`src/rtl/wbr_pkg.sv`:
```
// types, codes and constants shared by the windowed block receiver
package wbr_pkg;

	localparam int unsigned BLK_W = 16;
	localparam int unsigned LEN_W = 10;
	localparam int unsigned OPC_W = 8;
	localparam int unsigned CFG_IDX_W = 8;

	localparam logic [BLK_W-1:0] FULL_BLOCK_BYTES = 16'd512;
	localparam logic [OPC_W-1:0] DATA_OPCODE = 8'd3;
	localparam logic [BLK_W-1:0] TICKS_MAX = 16'hFFFF;

	localparam logic [BLK_W-1:0] WINDOW_SIZE_RST = 16'd8;
	localparam logic [BLK_W-1:0] HOLDOFF_RST = 16'd1000;

	// configuration register indexes
	localparam logic [CFG_IDX_W-1:0] REG_WINDOW_SIZE = 8'd0;
	localparam logic [CFG_IDX_W-1:0] REG_ACK_HOLDOFF = 8'd1;

	// phase codes as reported on the result word
	localparam logic [1:0] PH_IDLE = 2'd0;
	localparam logic [1:0] PH_WAIT = 2'd1;
	localparam logic [1:0] PH_RECV = 2'd2;
	localparam logic [1:0] PH_FINAL = 2'd3;

	typedef enum logic [1:0] {
		ACT_START = 2'd0,
		ACT_PACKET = 2'd1,
		ACT_TIMEOUT = 2'd2,
		ACT_TICK = 2'd3
	} action_t;

	typedef enum logic [3:0] {
		ST_IDLE = 4'b0001,
		ST_WAIT = 4'b0010,
		ST_RECV = 4'b0100,
		ST_FINAL = 4'b1000
	} phase_st_t;

	typedef struct packed {
		action_t action;
		logic [OPC_W-1:0] packet_opcode;
		logic [BLK_W-1:0] blk_num;
		logic [LEN_W-1:0] payload_length;
	} evt_t;

	typedef struct packed {
		logic ack_send;
		logic [BLK_W-1:0] ack_block;
		logic write_block;
		logic [1:0] phase;
		logic transfer_done;
	} res_t;

	typedef struct packed {
		phase_st_t st;
		logic [BLK_W-1:0] expected_block;
		logic [BLK_W-1:0] window_left;
		logic [BLK_W-1:0] last_ack_block;
		logic last_ack_known;
		logic [BLK_W-1:0] ticks_since_ack;
	} wbr_state_t;

	typedef struct packed {
		logic [BLK_W-1:0] window_size;
		logic [BLK_W-1:0] ack_holdoff_ticks;
	} wbr_cfg_t;

	function automatic logic [1:0] phase_code(phase_st_t st);
		logic [1:0] code;
		unique case (st)
			ST_IDLE: code = PH_IDLE;
			ST_WAIT: code = PH_WAIT;
			ST_RECV: code = PH_RECV;
			ST_FINAL: code = PH_FINAL;
			default: code = PH_IDLE;
		endcase
		return code;
	endfunction

endpackage

```
`src/rtl/wbr_if.sv`:
```
// valid/ready channel interfaces for events, results and register writes
interface wbr_evt_if;
	logic valid;
	logic ready;
	wbr_pkg::evt_t data;
	modport source (output valid, output data, input ready);
	modport sink (input valid, input data, output ready);
endinterface

interface wbr_res_if;
	logic valid;
	logic ready;
	wbr_pkg::res_t data;
	modport source (output valid, output data, input ready);
	modport sink (input valid, input data, output ready);
endinterface

interface wbr_cfg_if;
	logic valid;
	logic ready;
	logic [wbr_pkg::CFG_IDX_W-1:0] reg_index;
	logic [wbr_pkg::BLK_W-1:0] wr_data;
	modport source (output valid, output reg_index, output wr_data, input ready);
	modport sink (input valid, input reg_index, input wr_data, output ready);
endinterface

```
`src/rtl/windowed_block_receiver.sv`:
```
// windowed block receiver top level: event register, state, result register
// Usage: events (start, packet, receive timeout, tick) enter on the evt
// channel, one word per event, accepted when valid and ready are high at a
// rising edge of clk. Each event yields exactly one result word on the res
// channel: ack request and block number, write strobe for the payload, the
// phase after the event and the transfer-done flag.
// The cfg channel writes window_size (index 0) and ack_holdoff_ticks
// (index 1); it is always ready and other indexes are dropped. Write only
// while no event is in flight.
// An accepted event is registered in the event register, evaluated against
// the protocol state, and its result word is registered in the result
// register, from which it is valid on res. Throughput: one event per cycle
// while res is not stalled, set by the single state update per cycle that each event needs.
// A stalled res channel holds its word; one further event is held in the
// event register, after which evt.ready drops until the result is taken.
// arst_n clears both valid flags, puts the block in idle with all counters
// at zero and loads window_size 8 and ack_holdoff_ticks 1000.
module windowed_block_receiver (
	input logic clk,
	input logic arst_n,
	wbr_evt_if.sink evt,
	wbr_res_if.source res,
	wbr_cfg_if.sink cfg
);
	import wbr_pkg::*;

	logic evt_fire;
	logic adv;
	logic s1_valid_q;
	evt_t item_s1;
	wbr_state_t state_q;
	wbr_state_t state_nxt;
	wbr_cfg_t cfg_q;
	res_t res_nxt;
	res_t res_q;
	logic res_valid_q;

	// event stage moves on when the result register is free or being emptied
	assign adv = s1_valid_q && (!res_valid_q || res.ready);
	assign evt.ready = !s1_valid_q || adv;
	assign evt_fire = evt.valid && evt.ready;
	assign cfg.ready = 1'b1;
	assign res.valid = res_valid_q;
	assign res.data = res_q;

	always_ff @(posedge clk or negedge arst_n) begin
		if (!arst_n) begin
			s1_valid_q <= 1'b0;
		end else if (evt_fire) begin
			s1_valid_q <= 1'b1;
		end else if (adv) begin
			s1_valid_q <= 1'b0;
		end
	end

	always_ff @(posedge clk) begin
		if (evt_fire) begin
			item_s1 <= evt.data;
		end
	end

	always_ff @(posedge clk or negedge arst_n) begin
		if (!arst_n) begin
			cfg_q.window_size <= WINDOW_SIZE_RST;
			cfg_q.ack_holdoff_ticks <= HOLDOFF_RST;
		end else if (cfg.valid) begin
			if (cfg.reg_index == REG_WINDOW_SIZE) begin
				cfg_q.window_size <= cfg.wr_data;
			end
			if (cfg.reg_index == REG_ACK_HOLDOFF) begin
				cfg_q.ack_holdoff_ticks <= cfg.wr_data;
			end
		end
	end

	wbr_core u_core (
		.item (item_s1),
		.cur (state_q),
		.cfg (cfg_q),
		.nxt (state_nxt),
		.result (res_nxt)
	);

	always_ff @(posedge clk or negedge arst_n) begin
		if (!arst_n) begin
			state_q.st <= ST_IDLE;
			state_q.expected_block <= '0;
			state_q.window_left <= '0;
			state_q.last_ack_block <= '0;
			state_q.last_ack_known <= 1'b0;
			state_q.ticks_since_ack <= '0;
		end else if (adv) begin
			state_q <= state_nxt;
		end
	end

	always_ff @(posedge clk or negedge arst_n) begin
		if (!arst_n) begin
			res_valid_q <= 1'b0;
		end else if (adv) begin
			res_valid_q <= 1'b1;
		end else if (res.ready) begin
			res_valid_q <= 1'b0;
		end
	end

	always_ff @(posedge clk) begin
		if (adv) begin
			res_q <= res_nxt;
		end
	end

	// an accepted in-order block moves the expected block number on by one
	a_write_advances: assert property (@(posedge clk) disable iff (!arst_n)
		(adv && res_nxt.write_block) |=>
		(state_q.expected_block == $past(state_q.expected_block) + 16'd1))
		else $error("expected block did not advance after a written block");

	// a result word without an ack carries block zero
	a_no_ack_zero: assert property (@(posedge clk) disable iff (!arst_n)
		adv |=> (res_q.ack_send || (res_q.ack_block == '0)))
		else $error("ack block set without ack request");

	// start reloads the window and enters the wait phase
	a_start_loads: assert property (@(posedge clk) disable iff (!arst_n)
		(adv && (item_s1.action == ACT_START)) |=>
		((state_q.st == ST_WAIT) && (state_q.window_left == $past(cfg_q.window_size))))
		else $error("start did not reload the window");

	// with the event register full and the result stalled, nothing more enters
	a_full_blocks: assert property (@(posedge clk) disable iff (!arst_n)
		(s1_valid_q && res_valid_q && !res.ready) |-> !evt.ready)
		else $error("event accepted while both stages are full");

	// done is reported only together with the return to idle
	a_done_idle: assert property (@(posedge clk) disable iff (!arst_n)
		(adv && res_nxt.transfer_done) |=> (state_q.st == ST_IDLE))
		else $error("transfer done without return to idle");

endmodule

```
`src/rtl/wbr_core.sv`:
```
// next-state and result logic for one event of the block receiver
module wbr_core (
	input wbr_pkg::evt_t item,
	input wbr_pkg::wbr_state_t cur,
	input wbr_pkg::wbr_cfg_t cfg,
	output wbr_pkg::wbr_state_t nxt,
	output wbr_pkg::res_t result
);
	import wbr_pkg::*;

	logic [BLK_W-1:0] exp_inc;
	logic [BLK_W-1:0] win_dec;
	logic short_blk;
	logic dup_ok;

	assign exp_inc = cur.expected_block + 16'd1;
	assign win_dec = cur.window_left - 16'd1;
	assign short_blk = {{(BLK_W-LEN_W){1'b0}}, item.payload_length} < FULL_BLOCK_BYTES;
	// an out-of-order block is answered unless the same ack went out within the holdoff
	assign dup_ok = !cur.last_ack_known || (cur.last_ack_block != cur.expected_block) ||
		(cur.ticks_since_ack >= cfg.ack_holdoff_ticks);

	always_comb begin
		nxt = cur;
		result = '0;
		unique case (item.action)
			ACT_START: begin
				nxt.st = ST_WAIT;
				nxt.expected_block = '0;
				nxt.window_left = cfg.window_size;
				nxt.last_ack_known = 1'b0;
				nxt.last_ack_block = '0;
				nxt.ticks_since_ack = '0;
				result.ack_send = 1'b1;
			end
			ACT_TICK: begin
				if (cur.ticks_since_ack != TICKS_MAX) begin
					nxt.ticks_since_ack = cur.ticks_since_ack + 16'd1;
				end
			end
			ACT_TIMEOUT: begin
				unique case (cur.st)
					ST_WAIT: begin
						result.ack_send = 1'b1;
						result.ack_block = cur.expected_block;
					end
					ST_RECV: begin
						result.ack_send = 1'b1;
						result.ack_block = cur.expected_block;
						nxt.window_left = cfg.window_size;
					end
					ST_FINAL: begin
						result.transfer_done = 1'b1;
						nxt.st = ST_IDLE;
					end
					default: begin
					end
				endcase
			end
			ACT_PACKET: begin
				if (cur.st == ST_FINAL) begin
					result.ack_send = 1'b1;
					result.ack_block = cur.expected_block;
				end else if (cur.st != ST_IDLE) begin
					nxt.st = ST_RECV;
					if (item.packet_opcode == DATA_OPCODE) begin
						if (item.blk_num == cur.expected_block) begin
							result.write_block = 1'b1;
							nxt.expected_block = exp_inc;
							nxt.window_left = win_dec;
							if (short_blk) begin
								nxt.st = ST_FINAL;
								result.ack_send = 1'b1;
								result.ack_block = exp_inc;
							end else if (win_dec == '0) begin
								result.ack_send = 1'b1;
								result.ack_block = exp_inc;
								nxt.window_left = cfg.window_size;
							end
						end else if (dup_ok) begin
							result.ack_send = 1'b1;
							result.ack_block = cur.expected_block;
							nxt.window_left = cfg.window_size;
							nxt.ticks_since_ack = '0;
							nxt.last_ack_block = cur.expected_block;
							nxt.last_ack_known = 1'b1;
						end
					end
				end
			end
		endcase
		result.phase = phase_code(nxt.st);
	end

endmodule
```
`src/flat_wrapper.sv`:
```
// flat-port wrapper written by rule: the top's interface ports become plain ports
module windowed_block_receiver_flat import wbr_pkg::*;
  (clk, arst_n, evt_valid, evt_data, evt_ready, res_valid, res_data, res_ready, cfg_valid, cfg_reg_index, cfg_wr_data, cfg_ready);
  wbr_evt_if evt_i ();
  wbr_res_if res_i ();
  wbr_cfg_if cfg_i ();
  input logic clk;
  input logic arst_n;
  input wire logic [$bits(evt_i.valid)-1:0] evt_valid;
  input wire logic [$bits(evt_i.data)-1:0] evt_data;
  output wire logic [$bits(evt_i.ready)-1:0] evt_ready;
  output wire logic [$bits(res_i.valid)-1:0] res_valid;
  output wire logic [$bits(res_i.data)-1:0] res_data;
  input wire logic [$bits(res_i.ready)-1:0] res_ready;
  input wire logic [$bits(cfg_i.valid)-1:0] cfg_valid;
  input wire logic [$bits(cfg_i.reg_index)-1:0] cfg_reg_index;
  input wire logic [$bits(cfg_i.wr_data)-1:0] cfg_wr_data;
  output wire logic [$bits(cfg_i.ready)-1:0] cfg_ready;
  assign evt_i.valid = evt_valid;
  assign evt_i.data = evt_data;
  assign evt_ready = evt_i.ready;
  assign res_valid = res_i.valid;
  assign res_data = res_i.data;
  assign res_i.ready = res_ready;
  assign cfg_i.valid = cfg_valid;
  assign cfg_i.reg_index = cfg_reg_index;
  assign cfg_i.wr_data = cfg_wr_data;
  assign cfg_ready = cfg_i.ready;
  windowed_block_receiver u_core (.clk(clk), .arst_n(arst_n), .evt(evt_i), .res(res_i), .cfg(cfg_i));
endmodule
```
`config.mk`:
```
export PLATFORM = sky130hd
export DESIGN_NAME = windowed_block_receiver_flat
export DESIGN_NICKNAME = d
export VERILOG_FILES = /design/src/rtl/wbr_pkg.sv /design/src/rtl/wbr_if.sv /design/src/rtl/windowed_block_receiver.sv /design/src/rtl/wbr_core.sv /design/src/flat_wrapper.sv
export SDC_FILE = /design/constraint.sdc
export NUM_CORES = 1
export LEC_CHECK = 0
export ABC_AREA = 1
export BUFFER_PORTS_ARGS = -buffer_cell sky130_fd_sc_hd__buf_2
export CAP_MARGIN = 20
export CORE_ASPECT_RATIO = 1.1
export CORE_MARGIN = 2
export CORE_UTILIZATION = 40
export DETAILED_ROUTE_END_ITERATION = 10
export SLEW_MARGIN = 15
export SYNTH_ARGS = -nofsm -noshare
export SYNTH_HDL_FRONTEND = slang
export SYNTH_SLANG_ARGS = --single-unit
```
`constraint.sdc`:
```
create_clock -name clk -period 4.8 [get_ports clk]
set_input_delay 0.72 -clock clk [delete_from_list [all_inputs] [get_ports clk]]
set_output_delay 0.72 -clock clk [all_outputs]
set_load 0.05 [all_outputs]
```
==> Word-level counts from Yosys, hierarchy flattened <==
Index checks and enable logic that the tools add are counted.
{ "word_totals": {"regBits": 160, "latchBits": 0, "ramBits": 0, "mem_bits_ro": 0, "inputBits": 65, "output_inout_bits": 24, "wordCells": 111, "memories": 0} }
{ "op_classes": {"add_sub_neg": 3, "n_mul": 0, "div_mod_pow": 0, "n_lt_le_gt_ge": 2, "n_eq_ne": 24, "shifts": 0, "muxes": 35, "bitwise": 3, "reduce_logical": 25} }
{ "op_table": {"columns": ["operator", "n"], "rows": [
  ["$mux W69", 3],
  ["$mux W17", 6],
  ["$pmux W16 S3", 2],
  ["$mux W16", 5],
  ["$pmux W16 S2", 2],
  ["$mux W49", 1],
  ["$mux W18", 2],
  ["$pmux W17 S2", 1],
  ["$mux W33", 1],
  ["$add A16 B1 Y16 const B", 2],
  ["$mux W20", 1],
  ["$eq A16 B16 Y1", 1],
  ["$ge A16 B16 Y1", 1],
  ["$logic_not A16 Y1", 1],
  ["$ne A16 B16 Y1", 1],
  ["$ne A16 B16 Y1 const B", 1],
  ["$sub A16 B1 Y16 const B", 1],
  ["$ne A2 B2 Y1 const B", 7],
  ["$reduce_and A7 Y1", 2],
  ["$pmux W4 S3", 1],
  ["$lt A10 B10 Y1 const B", 1],
  ["$eq A4 B2 Y1 const B", 2],
  ["$eq A4 B3 Y1 const B", 2],
  ["$eq A4 B4 Y1 const B", 2],
  ["24 further kinds", 43]
]} }

==> Longest topological paths before layout <==
Gate-level depths: netlist of run 1.
{ "depth": {"depth_word": 11, "mapped_depth": 18, "ltp_nobuf": 17} }

==> Modules after synthesis <==
From an unflattened synthesis of run 1, not the netlist that was laid out.
{ "unflattened": {"hier_cells": 1569, "area_unflattened_um2": 10960.5} }
{ "by_module_without_submodules": {"columns": ["mod", "instances", "cells_per_inst", "area_per_inst_um2", "seq_area_each_um2"], "rows": [
  ["windowed_block_receiver", 1, 516, 5734.2, 4299.1],
  ["wbr_core", 1, 1053, 5226.3, 0.0]
]} }

==> Worst setup path before layout of run 1 <==
OpenSTA, ideal clock, no wires.
{ "synth_timing": {"path_type": "in2reg", "start": "input res_ready", "end": "register u_core.state_q[8] (netlist name)", "setup_ns": 0.118, "arrival_time_ns": 2.388, "t_required_ns": 4.682, "slack_ns": 2.294, "stages": 12, "path_buffers": 2, "cell_sequence": "inv_1 -> nand2_1 -> nand2_1 -> inv_2 -> nand2_1 -> or2_2 -> nor3_4 -> nand2_2 -> buf_6 -> buf_8 -> nand2_2 -> o21ai_2"} }
{ "synth_via": {"elab_chain_len": 3} }
{ "synth_lines": {"columns": ["item", "line_no", "rtl"], "rows": [
  ["start, declared", "flat_wrapper.sv:14", "input wire logic [$bits(res_i.ready)-1:0] res_ready;"],
  ["$logic_or A1 B1 Y1", "windowed_block_receiver.sv:39", "assign adv = s1_valid_q && (!res_valid_q || res.ready);"],
  ["$logic_and A1 B1 Y1", "windowed_block_receiver.sv:39", null],
  ["named net u_core.adv", "windowed_block_receiver.sv:28", "logic adv;"],
  ["$reduce_and A8 Y1 (no line)", null, null],
  ["end signal, assigned", "windowed_block_receiver.sv:93", "state_q <= state_nxt;"],
  ["end, declared", "windowed_block_receiver.sv:31", "wbr_state_t state_q;"]
]} }
The timed path passes the listed nets, and every way through them passes these cells.
A chain may end at the register's enable or synchronous reset.

==> impl_table.tex, run 1 <==
\begin{tabular}{lr}
\hline
Metric & Value \\
\hline
\multicolumn{2}{l}{\textbf{Status}} \\
\quad Outcome & complete, no violations \\
\multicolumn{2}{l}{\textbf{Worst setup path}} \\
\quad Data arrival time at the worst-slack endpoint & 3240 ps \\
\quad Startpoint type of the worst setup path & register \\
\quad Crit path kind & register to register \\
\quad Cell repeated most along the worst path & sky130\_fd\_sc\_hd\_\_nand2\_1 \\
\quad Required arrival time at the worst endpoint & 5100 ps \\
\quad Critical register-to-register path endpoint & u\_core.res.data[10] \\
\quad Depth of the worst register-to-register path & 13 \\
\quad Worst R2R Start & u\_core.state\_q[54] \\
\quad Worst-path fanout max & 29 \\
\quad Slowest Stage Delay on Critical Path & 590 ps \\
\quad Cell with the largest stage delay on the worst path & sky130\_fd\_sc\_hd\_\_inv\_2 \\
\quad Worst-path cell chain & inv\_2 -> nand2\_1 -> a21oi\_1 -> nand2\_1 -> nor3\_4 -> nand2\_4 -> inv\_2 -> nand2\_2 -> nor2\_1 -> nand2\_1 -> o211ai\_1 -> nand2\_1 -> inv\_1 \\
\quad Worst Setup End Kind & register \\
\quad Worst-case register-to-register setup slack & 1860 ps \\
\multicolumn{2}{l}{\textbf{Timing}} \\
\quad Max Fclk & 339.9 MHz \\
\quad Final critical-path required period & 2942 ps \\
\quad RSZ-0062 raised after global routing & false \\
\quad Worst slew pin tran & 953.2 ps \\
\quad Final Hold Vio Count & 0 \\
\quad Setup-failing EPs final & 0 \\
\quad Final Cycle Share & 0.6129 \\
\quad Final setup skew & 11.86 ps \\
\quad Number of max-slew violations in the final report & 0 \\
\quad Post-route setup slack & 1858 ps \\
\quad Worst slew margin relative to its limit & 0.3628 \\
\quad TNS Setup & 0 ps \\
\multicolumn{2}{l}{\textbf{Synthesis}} \\
\quad Syn Std Cell Area & 9279 sq um \\
\quad Commonest cells in the synthesized netlist & 318 x sky130\_fd\_sc\_hd\_\_nand2\_1, 148 x sky130\_fd\_sc\_hd\_\_inv\_1, 136 x sky130\_fd\_sc\_hd\_\_nor2\_1 \\
\quad Fraction of synthesized cell area taken by the top area cell type & 0.2562 \\
\quad Most common cell in the netlist & sky130\_fd\_sc\_hd\_\_nand2\_1 \\
\quad Post-Synthesis Cells & 1,194 \\
\quad Post-synth ARST share & 0.6821 \\
\quad Library cell occupying the most area in the post-synthesis netlist & sky130\_fd\_sc\_hd\_\_dfrtp\_1 \\
\quad Flip-flop and latch count after synthesis & 151 \\
\quad Post-synth EDFFs & 48 \\
\quad Post-synth net total & 1,284 \\
\quad Main area contributors after synthesis & sky130\_fd\_sc\_hd\_\_dfrtp\_1 26\%, sky130\_fd\_sc\_hd\_\_edfxtp\_1 16\%, sky130\_fd\_sc\_hd\_\_nand2\_1 13\% \\
\quad Leading register cell type out of synthesis & sky130\_fd\_sc\_hd\_\_dfrtp\_1 \\
\quad Yosys synthesis warning count & 0 \\
\quad Share of synthesized area occupied by flip-flops and latches & 0.4342 \\
\quad Cell variety after synth & 52 \\
\quad Post-Synthesis Mean Instance Area & 7.771 sq um \\
\multicolumn{2}{l}{\textbf{Global routing}} \\
\quad Overall track demand over capacity in global routing & 0.1844 \\
\quad Maximum number of pins on one net before global-route repair & 76 \\
\quad Number of antenna violations at the first check in global routing & 0 \\
\quad Total gr overflow & 0 \\
\quad Wire length of the first global-routing pass & 35,770 um \\
\quad Vias in the first global route & 7,234 \\
\multicolumn{2}{l}{\textbf{Clock network}} \\
\quad Clock Latency Late Sink & 430 ps \\
\quad Root cell of the clock tree & sky130\_fd\_sc\_hd\_\_clkbuf\_16 \\
\quad \# H-tree levels & 4 \\
\quad TritonCTS clock tree & done \\
\quad Sinks on Clock Net & 151 \\
\quad Number of buffers inserted by post-CTS setup repair & 0 \\
\quad Hold buffer count at cts & 0 \\
\quad CTS Buffer Depth & 2 \\
\quad Post-CTS clock slew at the launch and capture registers of the worst setup and hold paths & 70 ps \\
\quad Inserted Clock Buffers & 17 \\
\quad Number of gates resized after cts & 0 \\
\multicolumn{2}{l}{\textbf{Finish}} \\
\quad Filler cell count & 2,258 \\
\quad Inserted Diodes & 0 \\
\quad Net count, final & 1,342 \\
\quad Share of final-layout standard cells stronger than drive strength 1 & 0.1787 \\
\quad Area Overhead vs Synth & 11.76\% \\
\multicolumn{2}{l}{\textbf{Power}} \\
\quad Power density normalized to cell area & 359.2 nW/um\^{}2 \\
\quad Leakage power of the design & 4.679 nW \\
\quad Peak VDD IR & 0.2580 mV \\
\multicolumn{2}{l}{\textbf{Route}} \\
\quad Number of remaining DRC errors & 0 \\
\quad DRT Wirelength & 21,530 um \\
\quad Number of iterations in the first detailed-routing pass & 5 \\
\quad Iteration-0 DRC count of the detailed router & 536 \\
\quad Post-route ant nets & 0 \\
\quad DR WL/cell & 13.76 um \\
\quad Via density per instance & 4.848 \\
\quad Count of vias placed by the detailed router & 7,587 \\
\multicolumn{2}{l}{\textbf{Placed design}} \\
\quad Worst setup slack after placement & 1602 ps \\
\quad Total of buffers placed on input and output ports & 78 \\
\quad Post-DP HPWL & 15,440 um \\
\quad Routability cong. & 0.8640 \\
\multicolumn{2}{l}{\textbf{Min path}} \\
\quad Classification of the worst-slack hold path & input port to asynchronous set/reset pin \\
\multicolumn{2}{l}{\textbf{Die}} \\
\quad Die H & 163.7 um \\
\quad Top-Level Pins & 89 \\
\quad Total Die Area & 24,430 sq um \\
\quad Floorplan die width & 149.2 um \\
\quad Initial core utilization & 0.4059 \\
\quad Cell Rows & 58 \\
\quad Core box area & 22,860 sq um \\
\multicolumn{2}{l}{\textbf{Flow run}} \\
\quad Number of max-capacitance violations reported & 0 \\
\hline
\end{tabular}
-- kinds of logic after synthesis --
logic type | share of synthesized area
AOI/OAI and AO/OA | 0.09210
xor gates and xnor gates | 0.03021
adders and majority gates | 0.03371
buffers and inverters | 0.09816
DFF | 0.4342
other | 0.0004041
and+or+nand+nor | 0.3112
-- worst max-delay path, delay by kind of cell, from the launching register on --
kind	cells	cell delay (ps)
AO/OA/AOI/OAI	2	290
buffers and inverters	3	800
flip-flops	1	480
AND/OR/NAND/NOR	8	1220
-- worst max-delay path by stage --
stage | start | endpoint | slack [ps] | cells past startpoint
6_report | u_core.state_q[54] | u_core.res.data[10] | 1860 | 13
5_1_grt | u_core.cfg_q[3] | u_core.state_q[20] | 1660 | 16
4_1_cts | u_core.item_s1[35] | u_core.state_q[58] | 1880 | 10
3_5_place_dp | res_ready | u_core.state_q[21] | 1600 | 13
3_3_place_gp | res_ready | u_core.state_q[18] | 1630 | 13
2_1_floorplan | res_ready | u_core.state_q[8] | 2290 | 12
-- placed cells by master, fill, tap and decap left out, types with 3 or more instances in the layout --
master                       netlist  layout
sky130_fd_sc_hd__inv_1           148     147
sky130_fd_sc_hd__nor2_1          136     136
sky130_fd_sc_hd__nor3_1           14      14
sky130_fd_sc_hd__edfxtp_1         48      48
sky130_fd_sc_hd__nand2_4           3       3
sky130_fd_sc_hd__dfrtp_1          95      95
sky130_fd_sc_hd__nor2_4            4       4
sky130_fd_sc_hd__o21ai_2          10      10
sky130_fd_sc_hd__o211ai_1          4       4
sky130_fd_sc_hd__a21oi_2          14      14
sky130_fd_sc_hd__nor4_1            8       8
sky130_fd_sc_hd__o21ai_0          74      74
sky130_fd_sc_hd__clkinv_2          0       3
sky130_fd_sc_hd__nand3b_1          6       6
sky130_fd_sc_hd__nand4_1          18      18
sky130_fd_sc_hd__nand2_2          10      10
sky130_fd_sc_hd__ha_1             25      25
sky130_fd_sc_hd__nor3b_1           3       3
sky130_fd_sc_hd__xnor2_1          14      14
sky130_fd_sc_hd__a21oi_1          28      28
sky130_fd_sc_hd__inv_2            15      16
sky130_fd_sc_hd__or2_2             8       8
sky130_fd_sc_hd__clkinvlp_4        0       3
sky130_fd_sc_hd__clkbuf_16         0      17
sky130_fd_sc_hd__xor2_1           18      18
sky130_fd_sc_hd__nor3_4            3       3
sky130_fd_sc_hd__nand3_1          60      60
sky130_fd_sc_hd__dfstp_2           8       8
sky130_fd_sc_hd__buf_4             7       5
sky130_fd_sc_hd__clkinv_1          2       3
sky130_fd_sc_hd__nor2_2            9       9
sky130_fd_sc_hd__nand3_2          21      21
sky130_fd_sc_hd__o21ai_1          10      10
sky130_fd_sc_hd__inv_6             0       5
sky130_fd_sc_hd__nand2_1         318     318
sky130_fd_sc_hd__buf_2            15      77
-- where the power goes --
group	switching, W	internal [W]	leakage, nW	total (W)
clock	0.000579	0.000671	0.262	0.00125
sequential	0.000162	0.00148	1.83	0.00164
combinational	0.000569	0.000265	2.59	0.000835
total	0.00131	0.00241	4.68	0.00372
-- routing by layer --
| metal | up-vias | track usage | share of wire |
|---|---|---|---|
| li1 | 3940 | - | - |
| met1 | 3498 | 0.2496 | 0.48 |
| met2 | 121 | 0.3004 | 0.47 |
| met3 | 28 | 0.03083 | 0.030 |
| met4 | 0 | 0.06320 | 0.019 |
| met5 | - | 0 | 0 |
-- state kept, by name (all words and copies together), names as in the netlist --
name	cells
u_core.state_q	69
u_core.res.valid	1
u_core.s1_valid_q	1
u_core.item_s1	27
u_core.res.data	21
u_core.cfg_q	32
-- layout make-up --
type	instances	area, sq um	share of cell area
sequential	151	4029	0.3885
timing repair buffer	84	465.4	0.04488
clock inverter	15	116.4	0.01122
tap	300	375.4	0.03620
multi-input combinational	833	4339	0.4184
inverter	165	619.3	0.05973
clock buffer	17	425.4	0.04102
-- per-stage QoR --
stage,hold slack [ps],util,instances,area (sq um),power (W)
5_1_grt,195.8,0.4536,1565,10370,0.003948
6_report,178.5,0.4536,1565,10370,0.003725
3_5_place_dp,474.1,0.4281,1531,9786,0.002497
3_3_place_gp,465.8,0.4281,1531,9786,0.002487
2_1_floorplan,424.4,-,1194,9279,0.002282
4_1_cts,447.5,0.4518,1563,10330,0.003754
Note: power is estimated with default switching activity, not from simulation.
==> run 2, diff against run 1 <==
- clock period: 4.8 -> 2.8 ns (I/O delays scaled with it)
==> run 2 against run 1 <==
Effect of this change: clock skew increased by 2.9 ps; final area increased by 2.0%; setup slack got worse by 1500 ps; first-iteration DRC count decreased by 3.9%; non-clock buffer count increased by 22; via count increased by 1.8%; die area unchanged; utilization increased by 0.92 points; power increased by 78%; worst hold slack got worse by 28 ps; register-to-register slack got worse by 1500 ps.
==> impl_table.tex, run 2 (synthesis results as in run 1) <==
\begin{tabular}{lr}
\hline
Metric & Value \\
\hline
\multicolumn{2}{l}{\textbf{Power}} \\
\quad Leakage power of the design & 4.813 nW (was 4.679 nW) \\
\quad Power density normalized to cell area & 626.7 nW/um\^{}2 (was 359.2 nW/um\^{}2) \\
\quad Peak VDD IR & 0.4521 mV (was 0.2580 mV) \\
\multicolumn{2}{l}{\textbf{Timing}} \\
\quad Final Cycle Share & 0.8797 (was 0.6129) \\
\quad Final Hold Vio Count & 0 (unchanged) \\
\quad Worst Hold Margin & 150.3 ps (was 178.5 ps) \\
\quad RSZ-0062 raised after global routing & false (unchanged) \\
\quad TNS Setup & 0 ps (unchanged) \\
\quad Worst slew pin tran & 645.4 ps (was 953.2 ps) \\
\quad Setup-failing EPs final & 0 (unchanged) \\
\quad Final setup skew & 14.75 ps (was 11.86 ps) \\
\quad Number of max-slew violations in the final report & 0 (unchanged) \\
\quad Final critical-path required period & 2463 ps (was 2942 ps) \\
\quad Max Fclk & 406.0 MHz (was 339.9 MHz) \\
\quad Worst slew margin relative to its limit & 0.5698 (was 0.3628) \\
\multicolumn{2}{l}{\textbf{Global routing}} \\
\quad Maximum number of pins on one net before global-route repair & 42 (was 76) \\
\quad Total gr overflow & 0 (unchanged) \\
\quad Vias in the first global route & 7,479 (was 7,234) \\
\quad Wire length of the first global-routing pass & 36,690 um (was 35,770 um) \\
\quad Number of antenna violations at the first check in global routing & 0 (unchanged) \\
\quad Overall track demand over capacity in global routing & 0.1892 (was 0.1844) \\
\multicolumn{2}{l}{\textbf{Route}} \\
\quad Number of remaining DRC errors & 0 (unchanged) \\
\quad Number of iterations in the first detailed-routing pass & 5 (unchanged) \\
\quad DR WL/cell & 13.73 um (was 13.76 um) \\
\quad Via density per instance & 4.867 (was 4.848) \\
\quad Post-route ant nets & 0 (unchanged) \\
\quad Count of vias placed by the detailed router & 7,724 (was 7,587) \\
\quad Iteration-0 DRC count of the detailed router & 515 (was 536) \\
\quad DRT Wirelength & 21,790 um (was 21,530 um) \\
\multicolumn{2}{l}{\textbf{Worst setup path}} \\
\quad Required arrival time at the worst endpoint & 3000 ps (was 5100 ps) \\
\quad Worst Setup End Kind & register (unchanged) \\
\quad Worst-path fanout max & 12 (was 29) \\
\quad Largest delay share family, worst path & simple AND/OR/NAND/NOR gates (unchanged) \\
\quad Worst-path cell chain & ha\_1 -> nand2\_1 -> inv\_1 -> nand2\_1 -> nand2\_1 -> nor3b\_1 -> nand3\_1 -> nor2\_1 -> nand2\_2 -> nand2\_1 -> o211ai\_1 -> nand2\_1 -> inv\_1 (was inv\_2 -> nand2\_1 -> a21oi\_1 -> nand2\_1 -> nor3\_4 -> nand2\_4 -> inv\_2 -> nand2\_2 -> nor2\_1 -> nand2\_1 -> o211ai\_1 -> nand2\_1 -> inv\_1) \\
\quad Startpoint type of the worst setup path & register (unchanged) \\
\quad Crit path kind & register to register (unchanged) \\
\quad Cell repeated most along the worst path & sky130\_fd\_sc\_hd\_\_nand2\_1 (unchanged) \\
\quad Cell with the largest stage delay on the worst path & sky130\_fd\_sc\_hd\_\_dfrtp\_1 (was sky130\_fd\_sc\_hd\_\_inv\_2) \\
\quad Data arrival time at the worst-slack endpoint & 2660 ps (was 3240 ps) \\
\quad WP buf/inv & 2 (was 3) \\
\quad Slowest Stage Delay on Critical Path & 420 ps (was 590 ps) \\
\multicolumn{2}{l}{\textbf{Die}} \\
\quad Initial core utilization & 0.4059 (unchanged) \\
\quad Floorplan die width & 149.2 um (unchanged) \\
\quad Top-Level Pins & 89 (unchanged) \\
\quad Total Die Area & 24,430 sq um (unchanged) \\
\quad Die H & 163.7 um (unchanged) \\
\quad Core box area & 22,860 sq um (unchanged) \\
\quad Cell Rows & 58 (unchanged) \\
\multicolumn{2}{l}{\textbf{Clock network}} \\
\quad Root cell of the clock tree & sky130\_fd\_sc\_hd\_\_clkbuf\_16 (unchanged) \\
\quad TritonCTS clock tree & done (unchanged) \\
\quad Clock Latency Late Sink & 440 ps (was 430 ps) \\
\quad \# H-tree levels & 4 (unchanged) \\
\quad CTS Buffer Depth & 2 (unchanged) \\
\quad Sinks on Clock Net & 151 (unchanged) \\
\quad Inserted Clock Buffers & 17 (unchanged) \\
\quad Post-CTS clock slew at the launch and capture registers of the worst setup and hold paths & 70 ps (about the same) \\
\multicolumn{2}{l}{\textbf{Finish}} \\
\quad Share of final-layout standard cells stronger than drive strength 1 & 0.1919 (was 0.1787) \\
\quad Inserted Diodes & 0 (unchanged) \\
\quad Register with the highest flop count & u\_core.state\_q (unchanged) \\
\quad Most common cell after layout, fill and taps aside & sky130\_fd\_sc\_hd\_\_nand2\_1 (unchanged) \\
\quad Area Overhead vs Synth & 14.02\% (was 11.76\%) \\
\quad Max FFs per register & 69 (unchanged) \\
\quad Net count, final & 1,364 (was 1,342) \\
\quad Commonest cells after routing, fill and taps aside & 317 x sky130\_fd\_sc\_hd\_\_nand2\_1, 148 x sky130\_fd\_sc\_hd\_\_inv\_1, 136 x sky130\_fd\_sc\_hd\_\_nor2\_1 (was 318 x sky130\_fd\_sc\_hd\_\_nand2\_1, 147 x sky130\_fd\_sc\_hd\_\_inv\_1, 136 x sky130\_fd\_sc\_hd\_\_nor2\_1) \\
\quad Leading registers by flop count & u\_core.state\_q (69), u\_core.cfg\_q (32), u\_core.item\_s1 (27) (unchanged) \\
\multicolumn{2}{l}{\textbf{Placed design}} \\
\quad Routability cong. & 0.8759 (was 0.8640) \\
\quad Post-DP HPWL & 15,870 um (was 15,440 um) \\
\quad Total of buffers placed on input and output ports & 78 (unchanged) \\
\multicolumn{2}{l}{\textbf{Flow run}} \\
\quad Number of max-capacitance violations reported & 0 (unchanged) \\
\multicolumn{2}{l}{\textbf{Min path}} \\
\quad Classification of the worst-slack hold path & input port to register (was input port to asynchronous set/reset pin) \\
\multicolumn{2}{l}{\textbf{Status}} \\
\quad Outcome & complete, no violations (unchanged) \\
\hline
\end{tabular}
==> run 2: cell count changes in the layout (fill, tap and decap cells not counted), sizes merged <==
cell | previous run | this run
buf | 84 | 105
clkinvlp | 3 | 0
bufinv | 0 | 2
clkinv | 7 | 8
dlygate4sd3 | 0 | 1
==> run 2: final timing paths <==
check,startpoint,to,slack (ps),cells after the start
hold reg to reg,u_core.cfg_q[17],u_core.cfg_q[17],480,2
setup reg to reg,u_core.state_q[15],u_core.res.data[10],340,13
max in group asynchronous,arst_n,u_core.state_q[31],1480,3
setup / recovery,u_core.state_q[15],u_core.res.data[10],340,13
min in group asynchronous,arst_n,u_core.cfg_q[0],520,2
hold / removal,evt_data[32],u_core.item_s1[32],150,1
==> run 2: timing repair <==
| action | 4_1_cts | 5_1_grt |
|---|---|---|
| buffers inserted | 0 | 0 |
| setup endpoints to repair | 0 | 20 |
| gates resized for setup | 0 | 2 |
| endpoints found under the hold margin | 6 | 0 |
| hold buffers | 1 | 0 |
==> run 2: per-layer routing <==
metal	track usage	routed length [um]
met5	0	0
met4	0.06104	321
met3	0.02694	897
met2	0.3142	10230
met1	0.2555	10340
==> run 2: final cells by class <==
type	count	area, sq um
Fill cell	2287	12280
Multi-Input combinational cell	833	4347
Sequential cell	151	4029
Inverter	165	619.3
Timing Repair Buffer	106	618.1
Clock buffer	17	425.4
Tap cell	300	375.4
Clock inverter	15	166.4
==> run 2: stage by stage <==
step	power (W)	std cells	util	setup slack [ps]	cell area [sq um]
finish	0.006631	1587	0.4628	336.8	10580
global route	0.007014	1587	0.4628	17.71	10580
CTS	0.006698	1587	0.4625	186.7	10570
detailed placement	0.004336	1554	0.4362	174.0	9971
global placement	0.004314	1554	0.4362	233.4	9971
floorplan	0.003912	1194	-	396.1	9279
==> run 2: report_power, final <==
| group | switching (W) | total (W) | internal, W |
|---|---|---|---|
| registers | 0.000255 | 0.00279 | 0.00253 |
| clock network | 0.00100 | 0.00234 | 0.00133 |
| logic | 0.00101 | 0.00151 | 0.000493 |
| total | 0.00227 | 0.00663 | 0.00436 |
==> run 3, diff against run 2 <==
- CORE_UTILIZATION: 40 -> 35
==> run 3 against run 2 <==
Effect of this change: global-route usage is 2.6 points lower; wire length is 0.42% lower; non-clock buffer count increased by 2; sequential cell count did not move; sequential share of layout area down 0.22 points; die area up 14%; fmax decreased by 0.48%; largest power group unchanged.
==> impl_table.tex, run 3 (synthesis results as in run 1) <==
\begin{tabular}{lr}
\hline
Metric & Value \\
\hline
\multicolumn{2}{l}{\textbf{Timing}} \\
\quad Worst slew margin relative to its limit & 0.6643 (was 0.5698) \\
\quad Final critical-path required period & 2475 ps (was 2463 ps) \\
\quad Worst slew pin tran & 498.9 ps (was 645.4 ps) \\
\quad Setup-failing EPs final & 0 (unchanged) \\
\quad Final setup skew & 11.37 ps (was 14.75 ps) \\
\quad RSZ-0062 raised after global routing & false (unchanged) \\
\quad Final Cycle Share & 0.8839 (was 0.8797) \\
\quad Number of max-slew violations in the final report & 0 (unchanged) \\
\quad Max Fclk & 404.0 MHz (was 406.0 MHz) \\
\quad TNS Setup & 0 ps (unchanged) \\
\quad Final Hold Vio Count & 0 (unchanged) \\
\multicolumn{2}{l}{\textbf{Flow run}} \\
\quad Number of max-capacitance violations reported & 0 (unchanged) \\
\multicolumn{2}{l}{\textbf{Clock network}} \\
\quad Post-CTS clock slew at the launch and capture registers of the worst setup and hold paths & 70 ps (about the same) \\
\quad Inserted Clock Buffers & 17 (unchanged) \\
\quad \# H-tree levels & 4 (unchanged) \\
\quad Root cell of the clock tree & sky130\_fd\_sc\_hd\_\_clkbuf\_16 (unchanged) \\
\quad CTS Buffer Depth & 2 (unchanged) \\
\quad Clock Latency Late Sink & 440 ps (about the same) \\
\quad Sinks on Clock Net & 151 (unchanged) \\
\quad TritonCTS clock tree & done (unchanged) \\
\quad Number of buffers inserted by post-CTS setup repair & 0 (unchanged) \\
\multicolumn{2}{l}{\textbf{Global routing}} \\
\quad Layer carrying the most global-route usage & met2 (unchanged) \\
\quad Overall track demand over capacity in global routing & 0.1631 (was 0.1892) \\
\quad Vias in the first global route & 7,471 (was 7,479) \\
\quad GR met1 Demand/Resource & 0.2154 (was 0.2555) \\
\quad Total gr overflow & 0 (unchanged) \\
\quad Wire length of the first global-routing pass & 36,930 um (was 36,690 um) \\
\quad Met3 capacity usage during global routing & 0.02706 (was 0.02694) \\
\quad Number of antenna violations at the first check in global routing & 0 (unchanged) \\
\quad Maximum number of pins on one net before global-route repair & 54 (was 42) \\
\quad Met2 Track Usage GR & 0.2768 (was 0.3142) \\
\multicolumn{2}{l}{\textbf{Die}} \\
\quad Top-Level Pins & 89 (unchanged) \\
\quad Initial core utilization & 0.3560 (was 0.4059) \\
\quad Die H & 174.8 um (was 163.7 um) \\
\quad Core box area & 26,070 sq um (was 22,860 sq um) \\
\quad Floorplan die width & 159.2 um (was 149.2 um) \\
\quad Total Die Area & 27,830 sq um (was 24,430 sq um) \\
\quad Cell Rows & 62 (was 58) \\
\multicolumn{2}{l}{\textbf{Finish}} \\
\quad Post-route standard cell area excluding fillers & 10,640 sq um (was 10,580 sq um) \\
\quad Max FFs per register & 69 (unchanged) \\
\quad Share of final-layout standard cells stronger than drive strength 1 & 0.1924 (was 0.1919) \\
\quad Inserted Diodes & 0 (unchanged) \\
\quad Filler cell count & 2,726 (was 2,287) \\
\quad Leading registers by flop count & u\_core.state\_q (69), u\_core.cfg\_q (32), u\_core.item\_s1 (27) (unchanged) \\
\quad Commonest cells after routing, fill and taps aside & 318 x sky130\_fd\_sc\_hd\_\_nand2\_1, 148 x sky130\_fd\_sc\_hd\_\_inv\_1, 136 x sky130\_fd\_sc\_hd\_\_nor2\_1 (was 317 x sky130\_fd\_sc\_hd\_\_nand2\_1, 148 x sky130\_fd\_sc\_hd\_\_inv\_1, 136 x sky130\_fd\_sc\_hd\_\_nor2\_1) \\
\quad Most common cell after layout, fill and taps aside & sky130\_fd\_sc\_hd\_\_nand2\_1 (unchanged) \\
\quad Register with the highest flop count & u\_core.state\_q (unchanged) \\
\quad Net count, final & 1,366 (was 1,364) \\
\quad Post-route core utilization & 0.4083 (was 0.4628) \\
\quad Non-filler cells, final & 1,641 (was 1,587) \\
\quad Area Overhead vs Synth & 14.70\% (was 14.02\%) \\
\multicolumn{2}{l}{\textbf{Min path}} \\
\quad Hold Crit Endpoint & u\_core.item\_s1[21] (was u\_core.item\_s1[32]) \\
\quad Hold Path Depth & 1 (unchanged) \\
\quad Hold wc startpoint & evt\_data[21] (was evt\_data[32]) \\
\quad Classification of the worst-slack hold path & input port to register (unchanged) \\
\multicolumn{2}{l}{\textbf{Worst setup path}} \\
\quad Startpoint type of the worst setup path & register (unchanged) \\
\quad Crit path kind & register to register (unchanged) \\
\quad Worst Setup End Kind & register (unchanged) \\
\quad Required arrival time at the worst endpoint & 3110 ps (was 3000 ps) \\
\quad Depth of the worst register-to-register path & 12 (was 13) \\
\quad Data arrival time at the worst-slack endpoint & 2790 ps (was 2660 ps) \\
\quad Critical register-to-register path endpoint & u\_core.res.data[8] (was u\_core.res.data[10]) \\
\quad Worst-path fanout max & 19 (was 12) \\
\quad Worst R2R Start & u\_core.state\_q[59] (was u\_core.state\_q[15]) \\
\quad Worst-case register-to-register setup slack & 330 ps (was 340 ps) \\
\multicolumn{2}{l}{\textbf{Placed design}} \\
\quad Number of placed instances, taps included & 1,608 (was 1,554) \\
\quad Routability cong. & 0.8782 (was 0.8759) \\
\quad Post-DP HPWL & 15,970 um (was 15,870 um) \\
\quad Total of buffers placed on input and output ports & 78 (unchanged) \\
\quad Instance area at placement & 10,060 sq um (was 9971 sq um) \\
\multicolumn{2}{l}{\textbf{Route}} \\
\quad Number of remaining DRC errors & 0 (unchanged) \\
\quad Iteration-0 DRC count of the detailed router & 465 (was 515) \\
\quad DRT Wirelength & 21,690 um (was 21,790 um) \\
\quad Post-route ant nets & 0 (unchanged) \\
\quad Via density per instance & 4.674 (was 4.867) \\
\quad DR WL/cell & 13.22 um (was 13.73 um) \\
\quad Number of iterations in the first detailed-routing pass & 5 (unchanged) \\
\quad Count of vias placed by the detailed router & 7,670 (was 7,724) \\
\multicolumn{2}{l}{\textbf{Power}} \\
\quad Power density normalized to cell area & 611.7 nW/um\^{}2 (was 626.7 nW/um\^{}2) \\
\quad Leakage power of the design & 4.804 nW (was 4.813 nW) \\
\quad Peak VDD IR & 0.3943 mV (was 0.4521 mV) \\
\multicolumn{2}{l}{\textbf{Status}} \\
\quad Outcome & complete, no violations (unchanged) \\
\hline
\end{tabular}
## run 3: cell types whose count changed in the layout (fill, tap and decap cells not counted), sizes merged
cell      delta
inv          +2
clkbuf       +1
buf          +2
clkinvlp     +2
bufinv       -2
clkinv       -3
## run 3: where the power goes
| part | leakage [nW] | switching (W) | internal [W] | total, W |
|---|---|---|---|---|
| Clock | 0.271 | 0.00104 | 0.00118 | 0.00221 |
| Combinational | 2.70 | 0.00101 | 0.000494 | 0.00151 |
| Sequential | 1.83 | 0.000258 | 0.00253 | 0.00279 |
## run 3: worst max path at each step
| stage | from | endpoint | slack (ps) | depth (start not counted) |
|---|---|---|---|---|
| after floorplan | u_core.res.valid | u_core.state_q[8] | 400 | 11 |
| after global placement | u_core.cfg_q[3] | u_core.state_q[20] | 290 | 16 |
| after detailed placement | u_core.cfg_q[3] | u_core.state_q[20] | 230 | 16 |
| after CTS | u_core.cfg_q[3] | u_core.state_q[25] | 210 | 16 |
| after global routing | u_core.state_q[49] | u_core.res.data[19] | 100 | 13 |
| final | u_core.state_q[59] | u_core.res.data[8] | 330 | 12 |
## run 3: layout make-up
cell class                 count  area [sq um]  area share
sequential                   151          4029      0.3786
tap                          352         440.4     0.04138
timing repair buffer         108         645.6     0.06066
inverter                     165         619.3     0.05819
clock buffer                  18         429.2     0.04032
multi-input combinational    833          4344      0.4082
clock inverter                14         135.1     0.01270
## run 3: per-stage QoR
| step | worst slack [ps] | total power (W) | hold WS [ps] |
|---|---|---|---|
| finish | 325.0 | 0.006510 | 152.0 |
| global route | 103.9 | 0.006911 | 132.3 |
| CTS | 206.0 | 0.006581 | 134.5 |
| detailed placement | 230.0 | 0.004341 | 376.7 |
| global placement | 285.6 | 0.004318 | 376.6 |
| floorplan | 396.1 | 0.003912 | 124.4 |
## run 3: what timing repair did
item	4_1_cts	5_1_grt
endpoints found under the hold margin	20	0
gates resized for setup	0	1
hold buffers	1	0
setup endpoints to repair	0	11
## run 3: metal layers
metal	wire, um	vias to the layer above	part of all wire
li1	-	3977	-
met1	10300	3506	0.47
met2	10270	161	0.47
met3	857	26	0.040
met4	268	0	0.012
met5	0	-	0
## run 3: worst max-delay path, cell delays in order, from the launching register on
cell,delay [ps]
sky130_fd_sc_hd__dfrtp_1,460
sky130_fd_sc_hd__inv_2,140
sky130_fd_sc_hd__or2_0,120
sky130_fd_sc_hd__nand3_1,80
sky130_fd_sc_hd__nor3_2,360
sky130_fd_sc_hd__nand2_4,140
sky130_fd_sc_hd__inv_2,360
sky130_fd_sc_hd__nand2_2,170
sky130_fd_sc_hd__nor2_1,190
sky130_fd_sc_hd__nand2_1,70
sky130_fd_sc_hd__o211ai_1,120
sky130_fd_sc_hd__nand2_1,70
sky130_fd_sc_hd__inv_1,50
